--- src/ssrc_pkg.sv ---
// shared types and constants for the slow start rate controller
// no dependencies; imported by ssrc_div and slow_start_rate_controller
`timescale 1ns / 1ps

package ssrc_pkg;

    // datapath width of bandwidth, threshold and message size
    localparam int DATA_W = 32;

    // request kind codes carried in tuser
    localparam int KIND_W = 2;
    typedef logic [KIND_W-1:0] t_kind;
    localparam t_kind KIND_RESTART  = 2'd0;
    localparam t_kind KIND_DROP     = 2'd1;
    localparam t_kind KIND_INTERVAL = 2'd2;

    // configuration register indexes
    localparam int CFG_IDX_W = 2;
    typedef logic [CFG_IDX_W-1:0] t_cfg_idx;
    localparam t_cfg_idx CFG_MESSAGE_SIZE    = 2'd0;
    localparam t_cfg_idx CFG_START_BANDWIDTH = 2'd1;
    localparam t_cfg_idx CFG_START_THRESHOLD = 2'd2;

    // configuration reset values
    localparam logic [DATA_W-1:0] RST_MESSAGE_SIZE    = 32'd1024;
    localparam logic [DATA_W-1:0] RST_START_BANDWIDTH = 32'd1;
    localparam logic [DATA_W-1:0] RST_START_THRESHOLD = {DATA_W{1'b1}};

    // default width of the stored drop sequence number
    localparam int SEQ_WIDTH_DEF = 32;

    // divider status seen by the sequencer
    typedef struct packed {
        logic busy;
        logic done;
    } t_div_status;

endpackage

--- src/ssrc_div.sv ---
// radix-2 restoring divider, one quotient bit per cycle
// depends on ssrc_pkg for DATA_W and t_div_status
`timescale 1ns / 1ps

module ssrc_div
    import ssrc_pkg::*;
(
    input  logic              i_clk,
    input  logic              i_rst_n,
    input  logic              i_start,
    input  logic [DATA_W-1:0] i_dividend,
    input  logic [DATA_W-1:0] i_divisor,
    output t_div_status       o_status,
    output logic [DATA_W-1:0] o_quotient
);

    localparam int CNT_W = $clog2(DATA_W + 1);

    logic              r_busy;
    logic              r_done;
    logic [CNT_W-1:0]  r_cnt;
    logic [DATA_W:0]   r_rem;
    logic [DATA_W-1:0] r_quo;
    logic [DATA_W-1:0] r_dvs;

    logic [DATA_W:0]   w_shift;
    logic              w_ge;

    // shift in the next dividend bit and trial subtract
    assign w_shift = {r_rem[DATA_W-1:0], r_quo[DATA_W-1]};
    assign w_ge    = (w_shift >= {1'b0, r_dvs});

    // control
    always_ff @(posedge i_clk) begin
        if (!i_rst_n) begin
            r_busy <= 1'b0;
            r_done <= 1'b0;
            r_cnt  <= '0;
        end else begin
            r_done <= 1'b0;
            if (i_start) begin
                r_busy <= 1'b1;
                r_cnt  <= CNT_W'(DATA_W);
            end else if (r_busy) begin
                r_cnt <= r_cnt - 1'b1;
                if (r_cnt == CNT_W'(1)) begin
                    r_busy <= 1'b0;
                    r_done <= 1'b1;
                end
            end
        end
    end

    // datapath
    always_ff @(posedge i_clk) begin
        if (i_start) begin
            r_rem <= '0;
            r_quo <= i_dividend;
            r_dvs <= i_divisor;
        end else if (r_busy) begin
            r_rem <= w_ge ? (w_shift - {1'b0, r_dvs}) : w_shift;
            r_quo <= {r_quo[DATA_W-2:0], w_ge};
        end
    end

    assign o_status.busy = r_busy;
    assign o_status.done = r_done;
    assign o_quotient    = r_quo;

endmodule

--- src/slow_start_rate_controller.sv ---
// Slow start / additive increase sender rate controller. A restart (tuser 0),
// a drop report (tuser 1) or an unused kind (tuser 3) is taken and gives no
// result. An interval request (tuser 2) gives one send interval on the master
// side; it runs through the bit-serial divider, which hands the quotient over
// to the sequencer, which then loads the result register; the divider is
// skipped when the bandwidth is zero. The slave side is ready only while no
// request is at work, and a finished interval waits for the result register
// to empty.
// Depends on ssrc_pkg and ssrc_div.
`timescale 1ns / 1ps

module slow_start_rate_controller
    import ssrc_pkg::*;
#(
    parameter int SEQ_WIDTH = SEQ_WIDTH_DEF
) (
    input  logic              i_clk,
    input  logic              i_rst_n,
    // configuration write port
    input  logic              i_cfg_we,
    input  t_cfg_idx          i_cfg_index,
    input  logic [DATA_W-1:0] i_cfg_data,
    // request stream
    input  logic              s_axis_tvalid,
    output logic              s_axis_tready,
    input  logic [31:0]       s_axis_tdata,   // [31:0] drop_sequence
    input  t_kind             s_axis_tuser,   // [1:0] kind
    // interval stream
    output logic              m_axis_tvalid,
    input  logic              m_axis_tready,
    output logic [DATA_W-1:0] m_axis_tdata    // [31:0] send_interval
);

    // only the bits of drop_sequence that exist are kept
    localparam int SEQ_W = (SEQ_WIDTH < 32) ? SEQ_WIDTH : 32;

    localparam logic [1:0] ST_IDLE = 2'd0;
    localparam logic [1:0] ST_DIV  = 2'd1;
    localparam logic [1:0] ST_DONE = 2'd2;

    logic [1:0]        r_state;
    logic [1:0]        n_state;

    logic [DATA_W-1:0] r_msg_size;
    logic [DATA_W-1:0] r_start_bw;
    logic [DATA_W-1:0] r_start_th;

    logic [DATA_W-1:0] r_bw;
    logic [DATA_W-1:0] n_bw;
    logic [DATA_W-1:0] r_th;
    logic [DATA_W-1:0] n_th;
    logic [SEQ_W-1:0]  r_last_seq;
    logic [SEQ_W-1:0]  n_last_seq;
    logic [1:0]        r_drop_cnt;
    logic [1:0]        n_drop_cnt;
    logic              r_bw_zero;
    logic              n_bw_zero;

    logic              r_out_valid;
    logic              n_out_valid;
    logic [DATA_W-1:0] r_out_data;
    logic [DATA_W-1:0] n_out_data;

    logic              w_accept;
    logic              w_div_start;
    t_div_status       w_div_status;
    logic [DATA_W-1:0] w_quotient;
    logic [SEQ_W-1:0]  w_seq;
    logic [1:0]        w_cnt_base;
    logic [1:0]        w_cnt_next;
    logic [DATA_W-1:0] w_bw_grown;
    logic              w_out_free;

    assign s_axis_tready = (r_state == ST_IDLE);
    assign w_accept      = s_axis_tvalid && s_axis_tready;
    assign w_seq         = s_axis_tdata[SEQ_W-1:0];
    assign w_out_free    = !r_out_valid || m_axis_tready;

    // drop count update for a report
    assign w_cnt_base = (w_seq != r_last_seq) ? 2'd0 : r_drop_cnt;
    assign w_cnt_next = (w_cnt_base < 2'd2) ? (w_cnt_base + 2'd1) : w_cnt_base;

    // bandwidth growth: double below threshold, else add one, saturating
    always_comb begin
        if (r_bw < r_th) begin
            w_bw_grown = r_bw[DATA_W-1] ? {DATA_W{1'b1}} : {r_bw[DATA_W-2:0], 1'b0};
        end else begin
            w_bw_grown = (r_bw == {DATA_W{1'b1}}) ? r_bw : (r_bw + 1'b1);
        end
    end

    assign w_div_start = w_accept && (s_axis_tuser == KIND_INTERVAL) && (r_bw != '0);

    ssrc_div u_div (
        .i_clk      (i_clk),
        .i_rst_n    (i_rst_n),
        .i_start    (w_div_start),
        .i_dividend (r_msg_size),
        .i_divisor  (r_bw),
        .o_status   (w_div_status),
        .o_quotient (w_quotient)
    );

    // sequencer and state update
    always_comb begin
        n_state     = r_state;
        n_bw        = r_bw;
        n_th        = r_th;
        n_last_seq  = r_last_seq;
        n_drop_cnt  = r_drop_cnt;
        n_bw_zero   = r_bw_zero;
        n_out_valid = r_out_valid && !m_axis_tready;
        n_out_data  = r_out_data;
        unique case (r_state)
            ST_IDLE: begin
                if (w_accept) begin
                    priority if (s_axis_tuser == KIND_RESTART) begin
                        n_bw       = r_start_bw;
                        n_th       = r_start_th;
                        n_last_seq = '0;
                        n_drop_cnt = 2'd0;
                    end else if (s_axis_tuser == KIND_DROP) begin
                        n_last_seq = w_seq;
                        n_drop_cnt = w_cnt_next;
                        if (w_cnt_next == 2'd1) begin
                            n_th = {1'b0, r_bw[DATA_W-1:1]};
                            n_bw = {1'b0, r_bw[DATA_W-1:1]};
                        end
                    end else if (s_axis_tuser == KIND_INTERVAL) begin
                        n_bw_zero = (r_bw == '0);
                        n_bw      = w_bw_grown;
                        n_state   = (r_bw == '0) ? ST_DONE : ST_DIV;
                    end else begin
                        n_state = ST_IDLE;
                    end
                end
            end
            ST_DIV: begin
                if (w_div_status.done) begin
                    n_state = ST_DONE;
                end
            end
            ST_DONE: begin
                if (w_out_free) begin
                    n_out_valid = 1'b1;
                    if (r_bw_zero || (w_quotient == '0)) begin
                        n_out_data = DATA_W'(1);
                        n_bw       = r_msg_size;
                    end else begin
                        n_out_data = w_quotient;
                    end
                    n_state = ST_IDLE;
                end
            end
            default: begin
                n_state = ST_IDLE;
            end
        endcase
    end

    // control registers
    always_ff @(posedge i_clk) begin
        if (!i_rst_n) begin
            r_state     <= ST_IDLE;
            r_bw        <= '0;
            r_th        <= '0;
            r_last_seq  <= '0;
            r_drop_cnt  <= 2'd0;
            r_out_valid <= 1'b0;
            r_bw_zero   <= 1'b0;
        end else begin
            r_state     <= n_state;
            r_bw        <= n_bw;
            r_th        <= n_th;
            r_last_seq  <= n_last_seq;
            r_drop_cnt  <= n_drop_cnt;
            r_out_valid <= n_out_valid;
            r_bw_zero   <= n_bw_zero;
        end
    end

    // result payload
    always_ff @(posedge i_clk) begin
        r_out_data <= n_out_data;
    end

    // configuration registers
    always_ff @(posedge i_clk) begin
        if (!i_rst_n) begin
            r_msg_size <= RST_MESSAGE_SIZE;
            r_start_bw <= RST_START_BANDWIDTH;
            r_start_th <= RST_START_THRESHOLD;
        end else if (i_cfg_we) begin
            unique case (i_cfg_index)
                CFG_MESSAGE_SIZE:    r_msg_size <= i_cfg_data;
                CFG_START_BANDWIDTH: r_start_bw <= i_cfg_data;
                CFG_START_THRESHOLD: r_start_th <= i_cfg_data;
                default: begin
                end
            endcase
        end
    end

    assign m_axis_tvalid = r_out_valid;
    assign m_axis_tdata  = r_out_data;

endmodule

--- config.mk ---
export PLATFORM = sky130hd
export DESIGN_NAME = slow_start_rate_controller
export DESIGN_NICKNAME = d
export VERILOG_FILES = /design/src/ssrc_pkg.sv /design/src/ssrc_div.sv /design/src/slow_start_rate_controller.sv
export SDC_FILE = /design/constraint.sdc
export NUM_CORES = 1
export LEC_CHECK = 0
export CAP_MARGIN = 20
export CELL_PAD_IN_SITES_DETAIL_PLACEMENT = 2
export CELL_PAD_IN_SITES_GLOBAL_PLACEMENT = 2
export CORE_MARGIN = 2
export CORE_UTILIZATION = 42
export DETAILED_ROUTE_END_ITERATION = 8
export DONT_BUFFER_PORTS = 1
export GPL_ROUTABILITY_DRIVEN = 0
export PLACE_DENSITY = 0.91
export SYNTH_ARGS = -nofsm -noshare
export SYNTH_HDL_FRONTEND = slang
export SYNTH_SLANG_ARGS = --single-unit
--- constraint.sdc ---
create_clock -name i_clk -period 7.9 [get_ports i_clk]
set_clock_uncertainty 0.05 [all_clocks]
set_input_delay 0.79 -clock i_clk [delete_from_list [all_inputs] [get_ports i_clk]]
set_output_delay 0.79 -clock i_clk [all_outputs]
set_load 0.005 [all_outputs]
==> impl_metrics.py, run 1 <==
metrics = {
    "run_status": {
        "status": "complete, no violations",
    },
    "setup_path": {
        "timing.setup.critical_path_class": "register to register",
        "cp.arrival_ns": 5.14,
        "critical_path_rt_ns": 8.27,
        "critical_path_source_type": "register",
        "critical_path.slowest_cell": "sky130_fd_sc_hd__a2111oi_0",
        "worst_setup_path_end_kind": "register",
        "worst-path-max-fanout": 20,
        "cp_common_cell": "sky130_fd_sc_hd__nor2_1",
        "cp_cell_sequence": "ha_1 > nand3_1 > nor2_1 > o221ai_1 > a2111oi_2 > o21ai_2 > nand2_1 > buf_4 > nor2_1 > a2111oi_0 > o32ai_1",
        "critical_path.max_stage_delay_ns": 0.80,
    },
    "logic_synthesis": {
        "synth_sequential_area_ratio_pct": 43.7,
        "ys_seq_elements": 334,
        "ys_warn_count": 0,
        "synthesis.area_um2": 17500,
        "netlist_top_cells_area": "sky130_fd_sc_hd__dfxtp_1, sky130_fd_sc_hd__edfxtp_1, sky130_fd_sc_hd__nand2_1, sky130_fd_sc_hd__a21oi_1, sky130_fd_sc_hd__ha_1",
        "postSynth.asyncResetShare_pct": 0,
        "netlist.area_leader.share_pct": 27.2,
        "post-synth-top-count-cell": "sky130_fd_sc_hd__nand2_1",
        "yosys-top-cells-count": "sky130_fd_sc_hd__nand2_1, sky130_fd_sc_hd__dfxtp_1, sky130_fd_sc_hd__a21oi_1",
        "netlist_instances": 2102,
        "synth_largest_area_cell": "sky130_fd_sc_hd__dfxtp_1",
        "synth-edff-count": 96,
        "synth_cell_types": 82,
        "ys_dominant_reg_cell": "sky130_fd_sc_hd__dfxtp_1",
        "synthesis.nets": 2244,
        "postSynthAreaPerCell_um2": 8.32,
    },
    "place": {
        "dp.final_hpwl_um": 51600,
        "total_placed_cells_including_tap_cells": 2515,
        "port_buffers": 0,
    },
    "finish": {
        "layout.nets": 2168,
        "final_cell_count_no_fill": 2588,
        "num_antenna_cells": 0,
        "num-fill-cells": 4361,
        "post_route_cells_drive_above_1_share_pct": 7.30,
        "areaGrowthSynthToFinish_pct": 9.85,
    },
    "cts": {
        "htree_num_levels": 2,
        "ctsResizeCount": 0,
        "cts_num_sinks": 334,
        "post-cts-setup-buffers": 0,
        "clk_pin_slew_ns": 0.07,
        "ctsHoldBuffers": 0,
        "cts.root.buffer_cell": "sky130_fd_sc_hd__clkbuf_16",
        "cts_inserted_buffers": 39,
        "cts_buffer_depth": 3,
        "cts_tree": "done",
        "clk-insertion-delay-late_ns": 0.61,
    },
    "sta": {
        "fin_setup_tns_ns": 0,
        "rsz0062_at_grt": "false",
        "setup_violations": 0,
        "post-route-min-period_ns": 4.76,
        "min_period_over_period_pct": 60.3,
        "slew_violations": 0,
        "report.final.hold_viol_count": 0,
        "max_slew_margin_pct": 24.6,
        "clock.fmax_mhz": 210,
        "worst_pin_slew_ns": 1.12,
    },
    "grt": {
        "vias_in_the_first_global_route": 19700,
        "grt_usage_pct": 40.9,
        "grt_start_max_net_pins": 76,
        "first_pass_grt_wire_length_um": 133000,
        "grt_antenna_before_repair": 4,
        "gr-total-overflow": 0,
    },
    "drt": {
        "first_iter_violations": 2006,
        "antenna_violating_nets_post_route": 0,
        "drt-total-wl_um": 89000,
        "drt_pass1_iterations": 7,
        "vias": 17600,
        "detail_route.vias_per_cell": 6.80,
        "drt-wirelength-per-cell_um": 34.4,
        "drc_violations_left": 0,
    },
    "pwr": {
        "seq_power_share_pct": 36.1,
        "total_leakage_power_nw": 7.31,
        "switching_power_mw": 2.22,
        "vdd.ir_drop.worst_mv": 0.206,
        "cellInternalPower_mw": 3.65,
        "share_comb_of_total_power_pct": 29.9,
        "p_per_area_nw_per_um2": 306,
        "sw_frac_of_total_pct": 37.9,
        "power.clock.fraction_pct": 34.0,
    },
    "die": {
        "die_w_um": 208,
        "floorplan.initialDensity_pct": 42.7,
        "core_um2": 41000,
        "fp.dieArea_um2": 43300,
        "ios": 107,
        "num_rows": 74,
        "floorplan.die.height_um": 208,
    },
    "hold_path": {
        "hold_class": "input pin to register",
    },
    "job": {
        "drv.max_cap_violation_count": 0,
    },
}
flip-flops by register name, indices dropped and copies added, names as in the netlist, 2 cells and up:
name              cells
u_div.r_rem          32
r_start_th           32
r_drop_cnt            2
u_div.r_dvs          32
r_last_seq           32
r_msg_size           32
r_th                 32
r_bw                 32
r_state               2
u_div.r_cnt           6
u_div.o_quotient     32
r_start_bw           32
m_axis_tdata         32
critical path: cells and delay by family, from the launching register on:
kind	cells	cell delay [ns]
and+or+nand+nor	4	1.07
buffers and inverters	1	0.38
AOI/OAI and AO/OA	5	1.98
adders and majority gates	1	0.31
DFF	1	0.75
placed cells by master, fill, tap and decap left out, types with 20 or more instances in the layout:
cell,count
sky130_fd_sc_hd__mux2i_1,42
sky130_fd_sc_hd__nor4_1,27
sky130_fd_sc_hd__a211oi_1,20
sky130_fd_sc_hd__xnor2_1,28
sky130_fd_sc_hd__inv_1,85
sky130_fd_sc_hd__edfxtp_1,96
sky130_fd_sc_hd__o21ai_0,109
sky130_fd_sc_hd__clkbuf_16,41
sky130_fd_sc_hd__nor2_1,73
sky130_fd_sc_hd__a31oi_1,53
sky130_fd_sc_hd__nand3_1,109
sky130_fd_sc_hd__ha_1,68
sky130_fd_sc_hd__buf_4,29
sky130_fd_sc_hd__nand2_1,489
sky130_fd_sc_hd__and2_1,33
sky130_fd_sc_hd__dfxtp_1,237
sky130_fd_sc_hd__xor2_1,49
sky130_fd_sc_hd__a21oi_1,172
sky130_fd_sc_hd__nand4_1,22
metrics by stage:
step	util, %	cell area, um^2	power (mW)	setup WS, ns	hold WS (ns)
2_1_floorplan	-	17500	3.21	4.61	0.370
4_1_cts	46.8	19200	5.79	3.38	0.247
5_1_grt	46.9	19200	6.05	3.05	0.249
3_5_place_dp	43.5	17800	3.70	3.98	0.396
3_3_place_gp	43.4	17800	3.52	4.21	0.381
6_report	46.9	19200	5.87	3.14	0.252
kinds of logic after synthesis:
logic type | count (synthesis) | synth area share, %
buf+inv | 235 | 5.36
mux | 61 | 3.63
fa+ha+maj | 69 | 4.98
xor+xnor | 77 | 3.85
simple gates | 848 | 21.6
flops | 334 | 43.7
compound gates | 478 | 16.8
layer usage:
metal	GRT usage, %	vias up	wire [um]
li1	-	7186	-
met1	44.6	8849	31500
met2	69.3	1091	42900
met3	11.0	477	7580
met4	28.6	4	7010
met5	0	-	19
power groups by stage:
stage / registers, mW / clock network [mW] / logic (mW)
after global placement: 2.10 / 0 / 1.42
after floorplan: 2.03 / 0 / 1.18
after detailed placement: 2.12 / 0 / 1.57
final: 2.12 / 1.99 / 1.76
after CTS: 2.10 / 1.98 / 1.71
after global routing: 2.13 / 2.05 / 1.87
layout make-up:
class                      count  area (um^2)  share of cell area (%)
inverter                      87          328                    1.71
multi-input combinational   1533         8970                    46.7
timing repair buffer          31          260                    1.35
clock inverter                16          200                    1.04
sequential                   334         7650                    39.8
tap                          532          666                    3.46
clock buffer                  55         1150                    5.98
worst paths after layout:
check | startpoint | cells after the start | end | slack [ns]
worst min register to register | r_start_bw[23] | 2 | r_start_bw[23] | 0.40
worst min-delay path | i_rst_n | 1 | r_start_th[3] | 0.25
worst max register to register | r_bw[7] | 11 | r_bw[15] | 3.14
worst max-delay path | r_bw[7] | 11 | r_bw[15] | 3.14
No activity file was read; power rests on OpenSTA's default activity.
==> run 2, diff against run 1 <==
--- a/config.mk
+++ b/config.mk
@@ -9,11 +9,11 @@
 export CELL_PAD_IN_SITES_DETAIL_PLACEMENT = 2
 export CELL_PAD_IN_SITES_GLOBAL_PLACEMENT = 2
 export CORE_MARGIN = 2
-export CORE_UTILIZATION = 42
+export CORE_UTILIZATION = 35
 export DETAILED_ROUTE_END_ITERATION = 8
 export DONT_BUFFER_PORTS = 1
 export GPL_ROUTABILITY_DRIVEN = 0
-export PLACE_DENSITY = 0.91
+export PLACE_DENSITY = 0.81
 export SYNTH_ARGS = -nofsm -noshare
 export SYNTH_HDL_FRONTEND = slang
 export SYNTH_SLANG_ARGS = --single-unit
==> constraint.sdc (replaced) <==
create_clock -name i_clk -period 4.3 [get_ports i_clk]
set_clock_uncertainty 0.05 [all_clocks]
set_input_delay 0.43 -clock i_clk [delete_from_list [all_inputs] [get_ports i_clk]]
set_output_delay 0.43 -clock i_clk [all_outputs]
set_load 0.005 [all_outputs]
==> impl_metrics.py, run 2 (synthesis gave the netlist of run 1 again) <==
metrics = {
    "run_status": {
        "status": "complete, but fails checks",
        "violated_checks": "DRC",
    },
    "setup_path": {
        "rr_worst_depth": 11,
        "worst-r2r-setup-slack_ns": 0.40,
        "cp_common_cell": "sky130_fd_sc_hd__a21oi_1",
        "timing.setup.critical_path_class": "register to register",
        "critical_path.max_stage_delay_ns": 0.56,
        "cp_cell_sequence": "inv_1 > ha_1 > a21oi_1 > a21oi_1 > nor3_1 > a2111oi_2 > o21ai_2 > nand2_1 > buf_4 > o311ai_0 > a311oi_2",
        "critical_path_rt_ns": 4.69,
        "critical_path.slowest_cell": "sky130_fd_sc_hd__nand2_1",
        "worst_setup_path_end_kind": "register",
        "worst_path_dominant_cell_family": "compound AO/OA/AOI/OAI gates",
        "worst_r2r_startpoint": "r_th[7]",
        "timing.rr.end": "r_bw[30]",
        "worst-path-max-fanout": 22,
        "worst-path-buf-inv": 2,
        "critical_path_source_type": "register",
        "cp.arrival_ns": 4.29,
    },
    "cts": {
        "cts_num_sinks": 334,
        "clk-insertion-delay-late_ns": 0.58,
        "cts_buffer_depth": 3,
        "cts_tree": "done",
        "clk_pin_slew_ns": 0.07,
        "cts_inserted_buffers": 39,
        "cts.root.buffer_cell": "sky130_fd_sc_hd__clkbuf_16",
        "htree_num_levels": 2,
    },
    "finish": {
        "utilization_pct": 41.3,
        "areaGrowthSynthToFinish_pct": 16.1,
        "area.sequential_um2": 7650,
        "post_route_cells_drive_above_1_share_pct": 8.23,
        "num-fill-cells": 5308,
        "multiInputGateArea_um2": 8960,
        "layout.nets": 2274,
        "layout.cells.most_common": "sky130_fd_sc_hd__nand2_1",
        "final_cell_mix": "sky130_fd_sc_hd__nand2_1, sky130_fd_sc_hd__dfxtp_1, sky130_fd_sc_hd__a21oi_1",
    },
    "sta": {
        "hold-worst-slack_ns": 0.00968,
        "max_slew_margin_pct": 30.5,
        "slew_violations": 0,
        "report.final.hold_viol_count": 0,
        "rsz0062_at_grt": "false",
        "worst_slack_ns": 0.397,
        "min_period_over_period_pct": 90.8,
        "worst_pin_slew_ns": 1.04,
        "fin_setup_tns_ns": 0,
        "clock.fmax_mhz": 256,
        "setup_violations": 0,
        "post-route-min-period_ns": 3.90,
    },
    "drt": {
        "drc_violations_left": 2,
        "drt_pass1_iterations": 7,
        "drt-total-wl_um": 81800,
        "vias": 17300,
        "drt-wirelength-per-cell_um": 28.9,
        "first_iter_violations": 1315,
        "antenna_violating_nets_post_route": 0,
        "detail_route.vias_per_cell": 6.13,
    },
    "grt": {
        "vias_in_the_first_global_route": 19000,
        "globalRouteMet2Util_pct": 53.5,
        "grt_util_met1_pct": 36.3,
        "grt_start_max_net_pins": 69,
        "gr-max-usage-layer": "met2",
        "gr-total-overflow": 0,
        "globalRouteMet3Util_pct": 6.93,
        "first_pass_grt_wire_length_um": 121000,
        "grt_usage_pct": 31.2,
        "grt_antenna_before_repair": 8,
    },
    "place": {
        "dp_slack_ns": 0.636,
        "dp.final_hpwl_um": 48800,
        "port_buffers": 0,
    },
    "hold_path": {
        "min_delay_path_depth": 2,
        "hold_path_startpoint": "i_rst_n",
        "hold_class": "input pin to register",
        "min_delay_worst_endpoint": "r_bw[5]",
    },
    "die": {
        "num_rows": 81,
        "core_um2": 49200,
        "die_w_um": 228,
        "floorplan.initialDensity_pct": 35.6,
        "ios": 107,
        "floorplan.die.height_um": 228,
        "fp.dieArea_um2": 51800,
    },
    "pwr": {
        "total_leakage_power_nw": 7.73,
        "vdd.ir_drop.worst_mv": 0.354,
        "post-layout-total-power_mw": 10.5,
        "p_per_area_nw_per_um2": 516,
    },
    "job": {
        "drv.max_cap_violation_count": 0,
    },
}
run 2: what timing repair did:
item	4_1_cts	5_1_grt
endpoints found under the hold margin	139	0
hold buffers	76	0
gates resized for setup	0	0
setup buffers	0	0
run 2: layout make-up:
type                    count  share of cell area (%)
inverters                  87                    1.61
flip-flops and latches    334                    37.7
clock buffers              56                    5.57
multi-input cells        1533                    44.1
well taps                 664                    4.09
clock inverters            16                   0.592
diodes                      2                  0.0247
repair buffers            137                    6.29
run 2: how the worst max path moves through the flow:
| stage | start | to | slack [ns] | cells after the start |
|---|---|---|---|---|
| floorplan | s_axis_tuser[0] | u_div.r_dvs[0] | 1.37 | 6 |
| global placement | r_bw[4] | r_bw[2] | 0.89 | 10 |
| detailed placement | s_axis_tdata[31] | r_bw[30] | 0.64 | 12 |
| CTS | r_last_seq[31] | r_bw[30] | 0.72 | 12 |
| global route | r_last_seq[23] | r_bw[30] | 0.23 | 12 |
| finish | r_th[7] | r_bw[30] | 0.40 | 11 |
run 2: where the power goes:
| part | switching, mW | leakage, nW | internal, mW |
|---|---|---|---|
| sequential | 0.263 | 2.84 | 3.52 |
| clock | 1.51 | 0.622 | 1.90 |
| combinational | 2.12 | 4.27 | 1.15 |
run 2: worst register-to-register path, stage by stage (launching register included):
cell                        delay, ns
sky130_fd_sc_hd__dfxtp_1         0.36
sky130_fd_sc_hd__inv_1           0.07
sky130_fd_sc_hd__ha_1            0.36
sky130_fd_sc_hd__a21oi_1         0.30
sky130_fd_sc_hd__a21oi_1         0.12
sky130_fd_sc_hd__nor3_1          0.41
sky130_fd_sc_hd__a2111oi_2       0.17
sky130_fd_sc_hd__o21ai_2         0.27
sky130_fd_sc_hd__nand2_1         0.56
sky130_fd_sc_hd__buf_4           0.46
sky130_fd_sc_hd__o311ai_0        0.47
sky130_fd_sc_hd__a311oi_2        0.17
run 2: per-layer routing:
metal	part of all wire, %	vias to the layer above	wire length, um
li1	-	7412	-
met1	39	8796	31600
met2	49	791	39700
met3	6.9	324	5680
met4	5.8	12	4780
met5	0.087	-	71
run 2: per-stage QoR:
stage,cell area [um^2],instances
floorplan,17500,2102
global placement,18200,2677
detailed placement,18200,2678
CTS,20300,2826
global route,20300,2828
finish,20300,2829
